[src/rtl/rlfg_pkg.sv]
package rlfg_pkg;

  localparam int COUNT_W = 13;
  localparam int SHOT_W  = 9;
  localparam int PCT_W   = 7;
  localparam int GRADE_W = 2;
  localparam int ADDR_W  = 4;
  localparam int DATA_W  = 32;

  localparam logic [PCT_W-1:0] PCT_SCALE = 7'd100;

  localparam logic [1:0] REG_MAX_BAD_RUN      = 2'd0;
  localparam logic [1:0] REG_MAX_BAD_CHAN_PCT = 2'd1;
  localparam logic [1:0] REG_MAX_BAD_LINE_PCT = 2'd2;

  localparam logic [COUNT_W-1:0] RST_MAX_BAD_RUN      = 13'd3;
  localparam logic [PCT_W-1:0]   RST_MAX_BAD_CHAN_PCT = 7'd10;
  localparam logic [PCT_W-1:0]   RST_MAX_BAD_LINE_PCT = 7'd10;

  localparam logic [GRADE_W-1:0] GRADE_GOOD   = 2'd0;
  localparam logic [GRADE_W-1:0] GRADE_NORMAL = 2'd1;
  localparam logic [GRADE_W-1:0] GRADE_BAD    = 2'd2;

  localparam logic KIND_LINE = 1'b0;
  localparam logic KIND_SHOT = 1'b1;

  typedef struct packed {
    logic resistance_fault;
    logic tilt_fault;
    logic leakage_fault;
    logic seismic_channel;
    logic end_of_line;
    logic end_of_shot;
  } in_t;

  typedef struct packed {
    logic               result_kind;
    logic               line_passed;
    logic               run_limit_hit;
    logic               share_limit_hit;
    logic [COUNT_W-1:0] bad_channels;
    logic [COUNT_W-1:0] line_channels;
    logic [GRADE_W-1:0] shot_grade;
    logic [SHOT_W-1:0]  failed_lines;
    logic [SHOT_W-1:0]  graded_lines;
    logic               last_result;
  } out_t;

  typedef struct packed {
    logic [COUNT_W-1:0] max_bad_run;
    logic [PCT_W-1:0]   max_bad_chan_pct;
    logic [PCT_W-1:0]   max_bad_line_pct;
  } cfg_t;

  typedef struct packed {
    logic line_v;
    logic shot_v;
    out_t line_res;
    out_t shot_res;
  } push_t;

endpackage

[src/rtl/receiver_line_fault_grader.sv]
// receiver line fault grader
// in_ channel: one channel test record per beat (in_valid / in_stall); records
// come grouped by receiver line with end_of_line and end_of_shot marks.
// out_ channel: line verdicts and shot grades, one per beat (out_valid /
// out_stall); an end_of_shot record gives the line verdict, if any, then the grade.
// apb port: registers max_bad_run at 0x0, max_bad_channel_percent at 0x4,
// max_bad_line_percent at 0x8; pready is always high, reads return the value.
// throughput: one record per cycle while in_stall is low; counters and percent cross-multiplies
// update in the accepting cycle, results go to a four-entry output queue.
// a result is written into the output queue as its record is accepted.
// an end_of_shot record can put two results in the queue, which drains at one
// per cycle while out_stall is low, so a long run of such records is paced by the output channel.
// in_stall rises while the queue holds three or more results.
// a stalled receiver holds out_data steady; results are never dropped.
// reset (rst_n low, synchronous): line and shot counters clear, the queue
// empties and the registers return to 3, 10 and 10.
module receiver_line_fault_grader #(
  parameter int MAX_LINE_CHANNELS = 4096,
  parameter int MAX_LINES         = 256
) (
  input  logic                        clk,
  input  logic                        rst_n,
  input  logic                        in_valid,
  output logic                        in_stall,
  input  rlfg_pkg::in_t               in_data,
  output logic                        out_valid,
  input  logic                        out_stall,
  output rlfg_pkg::out_t              out_data,
  input  logic                        psel,
  input  logic                        penable,
  input  logic                        pwrite,
  input  logic [rlfg_pkg::ADDR_W-1:0] paddr,
  input  logic [rlfg_pkg::DATA_W-1:0] pwdata,
  output logic [rlfg_pkg::DATA_W-1:0] prdata,
  output logic                        pready
);
  import rlfg_pkg::*;

  cfg_t  cfg;
  push_t push;
  logic  full;
  logic  accept;

  assign in_stall = full;
  assign accept   = in_valid & !full;

  rlfg_cfg u_cfg (
    .clk     (clk),
    .rst_n   (rst_n),
    .psel    (psel),
    .penable (penable),
    .pwrite  (pwrite),
    .paddr   (paddr),
    .pwdata  (pwdata),
    .prdata  (prdata),
    .pready  (pready),
    .cfg     (cfg)
  );

  rlfg_core #(
    .MAX_LINE_CHANNELS (MAX_LINE_CHANNELS),
    .MAX_LINES         (MAX_LINES)
  ) u_core (
    .clk    (clk),
    .rst_n  (rst_n),
    .accept (accept),
    .rec    (in_data),
    .cfg    (cfg),
    .push   (push)
  );

  rlfg_outq u_outq (
    .clk       (clk),
    .rst_n     (rst_n),
    .push      (push),
    .full      (full),
    .out_valid (out_valid),
    .out_stall (out_stall),
    .out_data  (out_data)
  );

endmodule

[src/rtl/rlfg_cfg.sv]
module rlfg_cfg (
  input  logic                        clk,
  input  logic                        rst_n,
  input  logic                        psel,
  input  logic                        penable,
  input  logic                        pwrite,
  input  logic [rlfg_pkg::ADDR_W-1:0] paddr,
  input  logic [rlfg_pkg::DATA_W-1:0] pwdata,
  output logic [rlfg_pkg::DATA_W-1:0] prdata,
  output logic                        pready,
  output rlfg_pkg::cfg_t              cfg
);
  import rlfg_pkg::*;

  logic [COUNT_W-1:0] max_bad_run_r;
  logic [PCT_W-1:0]   chan_pct_r;
  logic [PCT_W-1:0]   line_pct_r;
  logic [1:0]         reg_idx;
  logic               wr_en;

  assign reg_idx = paddr[3:2];
  assign pready  = 1'b1;
  assign wr_en   = psel & penable & pwrite & pready;

  always_ff @(posedge clk) begin
    if (!rst_n) begin
      max_bad_run_r <= RST_MAX_BAD_RUN;
      chan_pct_r    <= RST_MAX_BAD_CHAN_PCT;
      line_pct_r    <= RST_MAX_BAD_LINE_PCT;
    end else if (wr_en) begin
      unique case (reg_idx)
        REG_MAX_BAD_RUN:      max_bad_run_r <= pwdata[COUNT_W-1:0];
        REG_MAX_BAD_CHAN_PCT: chan_pct_r    <= pwdata[PCT_W-1:0];
        REG_MAX_BAD_LINE_PCT: line_pct_r    <= pwdata[PCT_W-1:0];
        default: ;
      endcase
    end
  end

  always_comb begin
    unique case (reg_idx)
      REG_MAX_BAD_RUN:      prdata = DATA_W'(max_bad_run_r);
      REG_MAX_BAD_CHAN_PCT: prdata = DATA_W'(chan_pct_r);
      REG_MAX_BAD_LINE_PCT: prdata = DATA_W'(line_pct_r);
      default:              prdata = '0;
    endcase
  end

  assign cfg.max_bad_run      = max_bad_run_r;
  assign cfg.max_bad_chan_pct = chan_pct_r;
  assign cfg.max_bad_line_pct = line_pct_r;

endmodule

[src/rtl/rlfg_core.sv]
module rlfg_core #(
  parameter int MAX_LINE_CHANNELS = 4096,
  parameter int MAX_LINES         = 256
) (
  input  logic            clk,
  input  logic            rst_n,
  input  logic            accept,
  input  rlfg_pkg::in_t   rec,
  input  rlfg_pkg::cfg_t  cfg,
  output rlfg_pkg::push_t push
);
  import rlfg_pkg::*;

  localparam int LC_W    = $clog2(MAX_LINE_CHANNELS + 1);
  localparam int LN_W    = $clog2(MAX_LINES + 1);
  localparam int RUN_W   = (LC_W > COUNT_W) ? LC_W : COUNT_W;
  localparam int CPROD_W = LC_W + PCT_W;
  localparam int LPROD_W = LN_W + PCT_W;
  localparam logic [LC_W-1:0] LC_CAP = LC_W'(MAX_LINE_CHANNELS);
  localparam logic [LN_W-1:0] LN_CAP = LN_W'(MAX_LINES);

  logic [LC_W-1:0] bad_run_r, bad_run_nxt;
  logic [LC_W-1:0] bad_total_r, bad_total_nxt;
  logic [LC_W-1:0] chan_total_r, chan_total_nxt;
  logic            run_exc_r, run_exc_nxt;
  logic            has_seis_r, has_seis_nxt;
  logic [LN_W-1:0] failed_r, failed_nxt;
  logic [LN_W-1:0] graded_r, graded_nxt;

  logic            bad, eol, eos;
  logic [LC_W-1:0] run_upd, bad_upd, chan_upd;
  logic            exc_upd, seis_upd;
  logic            share_hit, passed, graded_line;
  logic [LN_W-1:0] failed_upd, graded_upd;
  logic [CPROD_W-1:0] c_lhs, c_rhs;
  logic [LPROD_W-1:0] l_lhs, l_rhs;
  logic [GRADE_W-1:0] grade;

  always_comb begin
    bad  = rec.resistance_fault | rec.tilt_fault | rec.leakage_fault;
    eos  = rec.end_of_shot;
    eol  = rec.end_of_line | rec.end_of_shot;

    chan_upd = (chan_total_r < LC_CAP) ? LC_W'(chan_total_r + 1'b1) : LC_CAP;
    if (bad) begin
      run_upd = (bad_run_r < LC_CAP) ? LC_W'(bad_run_r + 1'b1) : LC_CAP;
      bad_upd = (bad_total_r < LC_CAP) ? LC_W'(bad_total_r + 1'b1) : LC_CAP;
    end else begin
      run_upd = '0;
      bad_upd = bad_total_r;
    end
    exc_upd  = run_exc_r | (RUN_W'(run_upd) > RUN_W'(cfg.max_bad_run));
    seis_upd = has_seis_r | rec.seismic_channel;

    c_lhs = CPROD_W'(bad_upd) * CPROD_W'(PCT_SCALE);
    c_rhs = CPROD_W'(cfg.max_bad_chan_pct) * CPROD_W'(chan_upd);
    share_hit   = c_lhs > c_rhs;
    passed      = !exc_upd && !share_hit;
    graded_line = eol && seis_upd;

    if (graded_line) begin
      graded_upd = (graded_r < LN_CAP) ? LN_W'(graded_r + 1'b1) : LN_CAP;
      failed_upd = (!passed && failed_r < LN_CAP) ? LN_W'(failed_r + 1'b1) : failed_r;
    end else begin
      graded_upd = graded_r;
      failed_upd = failed_r;
    end

    l_lhs = LPROD_W'(failed_upd) * LPROD_W'(PCT_SCALE);
    l_rhs = LPROD_W'(cfg.max_bad_line_pct) * LPROD_W'(graded_upd);
    if (graded_upd == '0) begin
      grade = GRADE_GOOD;
    end else if (l_lhs > l_rhs) begin
      grade = GRADE_BAD;
    end else if (failed_upd != '0) begin
      grade = GRADE_NORMAL;
    end else begin
      grade = GRADE_GOOD;
    end

    push.line_v                   = accept && graded_line;
    push.shot_v                   = accept && eos;
    push.line_res.result_kind     = KIND_LINE;
    push.line_res.line_passed     = passed;
    push.line_res.run_limit_hit   = exc_upd;
    push.line_res.share_limit_hit = share_hit;
    push.line_res.bad_channels    = COUNT_W'(bad_upd);
    push.line_res.line_channels   = COUNT_W'(chan_upd);
    push.line_res.shot_grade      = GRADE_GOOD;
    push.line_res.failed_lines    = SHOT_W'(failed_upd);
    push.line_res.graded_lines    = SHOT_W'(graded_upd);
    push.line_res.last_result     = !eos;
    push.shot_res.result_kind     = KIND_SHOT;
    push.shot_res.line_passed     = 1'b0;
    push.shot_res.run_limit_hit   = 1'b0;
    push.shot_res.share_limit_hit = 1'b0;
    push.shot_res.bad_channels    = '0;
    push.shot_res.line_channels   = '0;
    push.shot_res.shot_grade      = grade;
    push.shot_res.failed_lines    = SHOT_W'(failed_upd);
    push.shot_res.graded_lines    = SHOT_W'(graded_upd);
    push.shot_res.last_result     = 1'b1;

    bad_run_nxt    = bad_run_r;
    bad_total_nxt  = bad_total_r;
    chan_total_nxt = chan_total_r;
    run_exc_nxt    = run_exc_r;
    has_seis_nxt   = has_seis_r;
    failed_nxt     = failed_r;
    graded_nxt     = graded_r;
    if (accept) begin
      if (eol) begin
        bad_run_nxt    = '0;
        bad_total_nxt  = '0;
        chan_total_nxt = '0;
        run_exc_nxt    = 1'b0;
        has_seis_nxt   = 1'b0;
      end else begin
        bad_run_nxt    = run_upd;
        bad_total_nxt  = bad_upd;
        chan_total_nxt = chan_upd;
        run_exc_nxt    = exc_upd;
        has_seis_nxt   = seis_upd;
      end
      if (eos) begin
        failed_nxt = '0;
        graded_nxt = '0;
      end else begin
        failed_nxt = failed_upd;
        graded_nxt = graded_upd;
      end
    end
  end

  always_ff @(posedge clk) begin
    if (!rst_n) begin
      bad_run_r    <= '0;
      bad_total_r  <= '0;
      chan_total_r <= '0;
      run_exc_r    <= 1'b0;
      has_seis_r   <= 1'b0;
      failed_r     <= '0;
      graded_r     <= '0;
    end else begin
      bad_run_r    <= bad_run_nxt;
      bad_total_r  <= bad_total_nxt;
      chan_total_r <= chan_total_nxt;
      run_exc_r    <= run_exc_nxt;
      has_seis_r   <= has_seis_nxt;
      failed_r     <= failed_nxt;
      graded_r     <= graded_nxt;
    end
  end

endmodule

[src/rtl/rlfg_outq.sv]
module rlfg_outq (
  input  logic            clk,
  input  logic            rst_n,
  input  rlfg_pkg::push_t push,
  output logic            full,
  output logic            out_valid,
  input  logic            out_stall,
  output rlfg_pkg::out_t  out_data
);
  import rlfg_pkg::*;

  localparam int DEPTH = 4;
  localparam int PTR_W = $clog2(DEPTH);
  localparam int CNT_W = $clog2(DEPTH + 1);

  out_t             q_r [DEPTH];
  logic [PTR_W-1:0] wr_ptr_r, wr_ptr_nxt;
  logic [PTR_W-1:0] rd_ptr_r, rd_ptr_nxt;
  logic [CNT_W-1:0] cnt_r, cnt_nxt;
  logic [PTR_W-1:0] shot_idx;
  logic [1:0]       n_push;
  logic             pop;

  assign out_valid = (cnt_r != '0);
  assign out_data  = q_r[rd_ptr_r];
  assign pop       = out_valid & !out_stall;
  assign full      = (cnt_r > CNT_W'(DEPTH - 2));

  always_comb begin
    n_push     = 2'(push.line_v) + 2'(push.shot_v);
    shot_idx   = PTR_W'(wr_ptr_r + PTR_W'(push.line_v));
    wr_ptr_nxt = PTR_W'(wr_ptr_r + PTR_W'(n_push));
    rd_ptr_nxt = pop ? PTR_W'(rd_ptr_r + 1'b1) : rd_ptr_r;
    cnt_nxt    = CNT_W'(cnt_r + CNT_W'(n_push) - CNT_W'(pop));
  end

  always_ff @(posedge clk) begin
    if (push.line_v) begin
      q_r[wr_ptr_r] <= push.line_res;
    end
    if (push.shot_v) begin
      q_r[shot_idx] <= push.shot_res;
    end
  end

  always_ff @(posedge clk) begin
    if (!rst_n) begin
      wr_ptr_r <= '0;
      rd_ptr_r <= '0;
      cnt_r    <= '0;
    end else begin
      wr_ptr_r <= wr_ptr_nxt;
      rd_ptr_r <= rd_ptr_nxt;
      cnt_r    <= cnt_nxt;
    end
  end

endmodule

[config.mk]
export PLATFORM = sky130hd
export DESIGN_NAME = receiver_line_fault_grader
export DESIGN_NICKNAME = d
export VERILOG_FILES = /design/src/rtl/rlfg_pkg.sv /design/src/rtl/receiver_line_fault_grader.sv /design/src/rtl/rlfg_cfg.sv /design/src/rtl/rlfg_core.sv /design/src/rtl/rlfg_outq.sv
export SDC_FILE = /design/constraint.sdc
export NUM_CORES = 1
export LEC_CHECK = 0
export BUFFER_PORTS_ARGS = -buffer_cell sky130_fd_sc_hd__buf_2
export CAP_MARGIN = 20
export CORE_AREA = 2 2 139 276
export DETAILED_ROUTE_END_ITERATION = 10
export DIE_AREA = 0 0 141 278
export GPL_TIMING_DRIVEN = 0
export PLACE_DENSITY = 0.83
export SLEW_MARGIN = 5
export SYNTH_ARGS = -nofsm -noshare
export SYNTH_HDL_FRONTEND = slang
export SYNTH_HIERARCHICAL = 1
export SYNTH_SLANG_ARGS = --single-unit
export TNS_END_PERCENT = 5
[constraint.sdc]
create_clock -name clk -period 21.2 [get_ports clk]
set_input_delay 2.12 -clock clk [delete_from_list [all_inputs] [get_ports clk]]
set_output_delay 2.12 -clock clk [all_outputs]
set_load 0.1 [all_outputs]
## Word level (Yosys, flattened, before mapping)

Memory sizes are Yosys's and may differ from the RTL's. A register that Yosys moved wholly into a read port is not among the register bits.
Cells that the tools add are included.

- Multiplexer cells: 26
- Bitwise logic cells: 9
- Add/subtract/negate cells: 11
- Multipliers: 4
- Equality and inequality tests: 2
- Reductions and logical operators: 18
- Order comparisons: 9

Operator list:

| cell | count |
|---|---|
| 13-bit two-way mux | 8 |
| 9-bit two-way mux | 6 |
| 13-bit by 1-bit adder with 13-bit output (second input constant) | 3 |
| 13-bit less-than comparator (second input constant) | 3 |
| 13-bit case mux with 3 select lines | 1 |
| 20-bit > comparator | 1 |
| 7-bit by 13-bit multiplier with 20-bit output | 1 |
| 9-bit by 1-bit adder with 9-bit output (second input constant) | 2 |
| 9-bit less-than comparator (second input constant) | 2 |
| 13-bit by 5-bit multiplier with 18-bit output (second input constant) | 1 |
| 16-bit > comparator | 1 |
| 7-bit by 9-bit multiplier with 16-bit output | 1 |
| 9-bit by 5-bit multiplier with 14-bit output (second input constant) | 1 |
| 13-bit > comparator | 1 |
| 9-bit zero test | 1 |
| 9-bit nonzero test | 1 |
| 2-bit two-way mux | 4 |
| 1-bit two-way mux | 7 |
| 1-bit zero test | 6 |
| 2-bit AND reduction | 3 |
| 1-bit logical AND | 5 |
| 1-bit OR | 5 |
| 1-bit AND | 4 |
| 3-bit by 2-bit adder with 3-bit output | 1 |
| 10 further kinds | 10 |

- Register bits after elaboration: 93
- Output and inout port bits: 86
- Memories kept: 1
- Memory bits (writable): 204

Memory list:

| name | words | bits a word | read ports | clocked after memory_dff | wr ports | line | source |
|---|---|---|---|---|---|---|---|
| u_outq.q_r | 4 | 51 | 1 | 1 | 2 | rlfg_outq.sv:16 | `out_t q_r [DEPTH];` |

## Longest topological paths before layout

- Depth after elaboration: 15
- Mapped depth: 52
- Gate-level depth less buffers: 51

## Modules after synthesis

The synthesis kept the hierarchy.

By module, submodules not included:

| module | sequential area each (µm²) | cells each | area an instance (µm²) | instances |
|---|---|---|---|---|
| rlfg_core | 1181.1 | 1382 | 11564.8 | 1 |
| rlfg_outq | 6306.0 | 549 | 10721.5 | 1 |
| rlfg_cfg | 540.5 | 160 | 1413.9 | 1 |
| receiver_line_fault_grader | 0.0 | 1 | 13.8 | 1 |

## Least setup slack after synthesis

Ideal clock, no wire load.

- Kind: input to register
- From: input in_data[3] in the netlist's numbering
- To: memory u_outq/q_r[2][20] in the netlist's numbering (data pin)
- Cell stages on the path: 44
- Setup time: 0.260 ns
- Setup slack: 9.432 ns
- Required time: 20.940 ns
- Buffers on the path: 1
- Arrival time: 11.508 ns
- Cell sequence: nor3_1 > nand4b_1 > nor2_1 > nand3_1 > xor2_1 > nor2_1 > ha_1 > ha_1 > inv_1 > fa_1 > inv_1 > ha_1 > and2_1 > a31oi_1 > nand3_1 > a31o_2 > a21oi_1 > xnor2_1 > (+8 left out) > xnor2_1 > ha_1 > ha_1 > fa_1 > ha_1 > a21oi_1 > o21bai_1 > a21oi_1 > o21ai_0 > a21o_1 > a21oi_1 > xnor2_1 > ha_1 > nand4_1 > or3_1 > o41ai_1 > nor2b_4 > mux2_4

RTL lines:

| what | line | source |
|---|---|---|
| from (decl) | receiver_line_fault_grader.sv:25 | `input rlfg_pkg::in_t in_data,` |
| to (decl) | rlfg_outq.sv:16 |  |

==> flow_summary.html <==
<table>
<tr><th>Metric</th><th>Value</th></tr>
<tr><th colspan="2">Synthesis</th></tr>
<tr><td>Fraction of registers with async set/reset</td><td>0</td></tr>
<tr><td>Primary FF master, synth</td><td>edfxtp_1</td></tr>
<tr><td>Sequential cell area fraction in the yosys report</td><td>0.3385</td></tr>
<tr><td>Cell area after technology mapping</td><td>23,710 um^2</td></tr>
<tr><td>Synthesis warning total</td><td>6</td></tr>
<tr><td>Post-Synthesis Cells</td><td>2,092</td></tr>
<tr><td>Synthesized area per cell</td><td>11.34 um^2</td></tr>
<tr><td>Yosys cell types</td><td>77</td></tr>
<tr><td>Seq cells post-synth</td><td>299</td></tr>
<tr><td>Number of synthesized flops with an enable pin</td><td>204</td></tr>
<tr><th colspan="2">GRT</th></tr>
<tr><td>Antenna violations before repair</td><td>0</td></tr>
<tr><td>Maximum number of pins on one net before global-route repair</td><td>22</td></tr>
<tr><td>Global-route wire length before repair</td><td>93,760 um</td></tr>
<tr><td>Number of global-route vias before repair</td><td>17,930</td></tr>
<tr><td>Gr usage total</td><td>0.3054</td></tr>
<tr><td>Sum of overflow across all layers after global routing</td><td>0</td></tr>
<tr><th colspan="2">Floorplan</th></tr>
<tr><td>Top Ports</td><td>135</td></tr>
<tr><td>Die boundary width</td><td>141 um</td></tr>
<tr><td>Standard-cell rows</td><td>100</td></tr>
<tr><td>Area of the core</td><td>37,160 um^2</td></tr>
<tr><td>Die ar.</td><td>39,200 um^2</td></tr>
<tr><td>Starting Density</td><td>0.6381</td></tr>
<tr><td>Height of the chip</td><td>278 um</td></tr>
<tr><th colspan="2">Clock tree</th></tr>
<tr><td>Post_cts resized</td><td>0</td></tr>
<tr><td>Longest Clk Path Bufs</td><td>3</td></tr>
<tr><td>Clock-pin slew on the worst setup and hold paths</td><td>70 ps</td></tr>
<tr><td>Post CTS Setup Buffer Count</td><td>0</td></tr>
<tr><td>Clock tree sinks</td><td>299</td></tr>
<tr><td>TritonCTS clock tree</td><td>done</td></tr>
<tr><td>Clock latency on the worst-skew pair</td><td>580 ps</td></tr>
<tr><td>Total CTS buffers</td><td>26</td></tr>
<tr><td>Number of H-tree levels</td><td>1</td></tr>
<tr><td>Root Buffer</td><td>clkbuf_16</td></tr>
<tr><td>Number of hold buffers added after cts</td><td>0</td></tr>
<tr><th colspan="2">Critical path</th></tr>
<tr><td>Maximum fanout along the worst path</td><td>12</td></tr>
<tr><td>Startpoint of the most critical setup path</td><td>u_core/chan_total_r[2]</td></tr>
<tr><td>Required time worst endpoint</td><td>21,650 ps</td></tr>
<tr><td>Element type at the critical path end</td><td>register</td></tr>
<tr><td>Arrival time at the worst endpoint</td><td>14,470 ps</td></tr>
<tr><td>Max stage delay on crit path</td><td>760 ps</td></tr>
<tr><td>Crit start category</td><td>register</td></tr>
<tr><td>Termination of the worst setup path</td><td>u_outq/q_r[3][19]</td></tr>
<tr><td>R2R setup slack</td><td>7190 ps</td></tr>
<tr><td>Destination of the worst register-to-register timing path</td><td>u_outq/q_r[3][19]</td></tr>
<tr><td>Standard cell with the maximum stage delay on the critical path</td><td>a21oi_1</td></tr>
<tr><td>Length in cells of the worst reg-to-reg path</td><td>45</td></tr>
<tr><td>Critical path class</td><td>reg -&gt; reg</td></tr>
<tr><td>Startpoint of the most critical register-to-register path</td><td>u_core/chan_total_r[2]</td></tr>
<tr><th colspan="2">Placed design</th></tr>
<tr><td>Routability cong.</td><td>0.9104</td></tr>
<tr><td>Post-DP HPWL</td><td>45,160 um</td></tr>
<tr><td>PortBufs</td><td>92</td></tr>
<tr><td>Worst slack at placement</td><td>6817 ps</td></tr>
<tr><th colspan="2">Power</th></tr>
<tr><td>Worst supply voltage drop on vdd</td><td>0.08721 mV</td></tr>
<tr><td>Pwr dens</td><td>75.08 nW/um^2</td></tr>
<tr><td>Static Leak</td><td>11.80 nW</td></tr>
<tr><th colspan="2">Drt</th></tr>
<tr><td>DR iter-0 viols</td><td>1,178</td></tr>
<tr><td>Post-DRT Antenna Nets</td><td>0</td></tr>
<tr><td>Post-detailed-route via-to-cell ratio</td><td>6.102</td></tr>
<tr><td>1st-pass router iterations</td><td>5</td></tr>
<tr><td>DRC violation count after routing</td><td>0</td></tr>
<tr><td>Total routed wirelength</td><td>59,590 um</td></tr>
<tr><td>Via total after detailed routing</td><td>16,840</td></tr>
<tr><td>Wirelength per Cell</td><td>21.59 um</td></tr>
<tr><th colspan="2">Cells and area</th></tr>
<tr><td>Most frequent cells in the layout</td><td>ha_1 (206), edfxtp_1 (204), nand2_1 (159)</td></tr>
<tr><td>Final net count</td><td>2,637</td></tr>
<tr><td>Fraction of final layout cells sized beyond drive strength 1</td><td>0.2377</td></tr>
<tr><td>Synth-to-layout area growth</td><td>10.21%</td></tr>
<tr><td>Number of antenna diodes</td><td>0</td></tr>
<tr><td>Commonest non-fill, non-tap cell in the layout</td><td>ha_1</td></tr>
<tr><th colspan="2">STA</th></tr>
<tr><td>Worst-margin pin slew</td><td>1041 ps</td></tr>
<tr><td>Post-route minimum period</td><td>14,010 ps</td></tr>
<tr><td>Final setup violation count</td><td>0</td></tr>
<tr><td>Slew Limit Headroom</td><td>0.3008</td></tr>
<tr><td>Final-report max-slew violation count</td><td>0</td></tr>
<tr><td>F_max</td><td>71.38 MHz</td></tr>
<tr><td>Setup Total Neg Slack</td><td>0 ps</td></tr>
<tr><td>RSZ-0062 raised after global routing</td><td>false</td></tr>
<tr><td>Setup clock skew after layout</td><td>32.40 ps</td></tr>
<tr><td>Setup WS post-layout</td><td>7190 ps</td></tr>
<tr><td>Fin. Hold Viols</td><td>0</td></tr>
<tr><td>Tcrit/Tclk final</td><td>0.6609</td></tr>
<tr><th colspan="2">Run status</th></tr>
<tr><td>Run status</td><td>finished clean</td></tr>
<tr><th colspan="2">Flow run</th></tr>
<tr><td>Max-cap check violation count</td><td>0</td></tr>
<tr><th colspan="2">Min path</th></tr>
<tr><td>Worst hold path class</td><td>reg -&gt; reg</td></tr>
</table>
## sequential cells by signal (all words and copies together), names as in the netlist, named ones only
register,count
u_core/graded_r,9
u_core/run_exc_r,1
u_outq/q_r,204
u_outq/cnt_r,3
u_core/failed_r,9
u_cfg/max_bad_run_r,13
u_outq/wr_ptr_r,2
u_cfg/line_pct_r,7
u_core/bad_run_r,13
u_outq/rd_ptr_r,2
u_core/bad_total_r,13
u_core/chan_total_r,13
u_core/has_seis_r,1
u_cfg/chan_pct_r,7
## synthesized netlist by cell type (5+ instances only)
master	number	area, um^2
nand2_1	159	596.8
o211ai_1	5	37.54
buf_1	7	26.28
and2_1	108	675.7
a31o_2	5	43.79
ha_1	206	2577
inv_1	154	578.1
buf_2	15	75.07
xnor2_1	46	402.9
edfxtp_1	204	6126
a31oi_1	6	37.54
nand3b_1	5	37.54
a21oi_1	61	305.3
mux2i_1	35	350.3
a211oi_1	6	45.04
a21o_1	28	210.2
clkbuf_1	46	172.7
nor3_1	23	115.1
o31ai_1	5	37.54
dfxtp_1	95	1902
or2_2	5	31.28
buf_4	77	578.1
and3_1	11	68.82
xor2_1	43	376.6
nand2b_1	6	37.54
mux4_2	51	1149
nand4_1	19	118.9
nor2_1	68	255.2
o21ai_0	32	160.2
o21a_1	5	37.54
or3_1	13	81.33
mux2_4	98	1471
o21bai_1	9	67.56
nand3_1	31	155.2
buf_6	19	214.0
nor2b_1	64	400.4
fa_1	101	2022
a22oi_1	41	307.8
mux2_2	108	1216
## power by group
group,switching [mW],internal [mW],leakage (nW)
clock,0.223,0.271,0.417
combinational,0.564,0.201,8.73
sequential,0.0184,0.686,2.66
total,0.805,1.16,11.8
## metal layers
metal	vias up	GRT usage	part of all wire
met1	8345	0.3053	0.32
li1	7675	-	-
met5	-	0	0
met2	622	0.5895	0.56
met4	0	0.1992	0.070
met3	200	0.02684	0.047
## worst min-delay path by stage
stage / slack [ps] / cells after the start / end / startpoint
after floorplan: 440 / 2 / u_cfg/max_bad_run_r[10] / u_cfg/max_bad_run_r[10]
after global placement: 460 / 2 / u_outq/rd_ptr_r[1] / u_outq/rd_ptr_r[1]
after detailed placement: 470 / 2 / u_cfg/max_bad_run_r[2] / u_cfg/max_bad_run_r[2]
after CTS: 480 / 2 / u_cfg/max_bad_run_r[2] / u_cfg/max_bad_run_r[2]
after global routing: 510 / 2 / u_cfg/max_bad_run_r[5] / u_cfg/max_bad_run_r[5]
final: 490 / 2 / u_cfg/max_bad_run_r[2] / u_cfg/max_bad_run_r[2]
## area by class of cell
type	instances	area [um^2]
fill	2570	11020
multi-input combinational	1524	14280
timing repair buffer	111	724.4
sequential	299	8028
clock inverter	12	141.4
inverter	155	581.8
buffer	164	1066
tap	459	574.3
clock buffer	36	739.5
## cell families after synthesis
group           after synthesis  share of synthesized area
buf+inv                     319                    0.06949
mux                         292                     0.1765
flops                       299                     0.3385
xor+xnor                     91                    0.03424
other cells                   4                  0.0006330
fa+ha+maj                   307                     0.1940
simple gates                541                     0.1190
compound gates              239                    0.06759
## stage by stage
step	area, um^2	hold WS [ps]	std cells	utilization	total power [mW]
after floorplan	23900	443.2	2142	-	1.319
after global placement	24940	457.4	2693	0.6710	1.457
after detailed placement	25210	471.4	2705	0.6783	1.476
after CTS	26090	483.8	2753	0.7020	1.967
after global routing	26140	507.7	2760	0.7033	2.019
final	26140	486.0	2760	0.7033	1.962
## worst max-delay path, delay by kind of cell, from the launching register on
family | cells | cell delay (ps)
buffers and inverters | 3 | 410
AND/OR/NAND/NOR | 11 | 2930
AO/OA/AOI/OAI | 16 | 4360
XOR/XNOR | 3 | 1120
flip-flops | 1 | 310
multiplexers | 1 | 200
adder cells (fa/ha/maj) | 11 | 4570
Power figures use the tool's default switching activity.
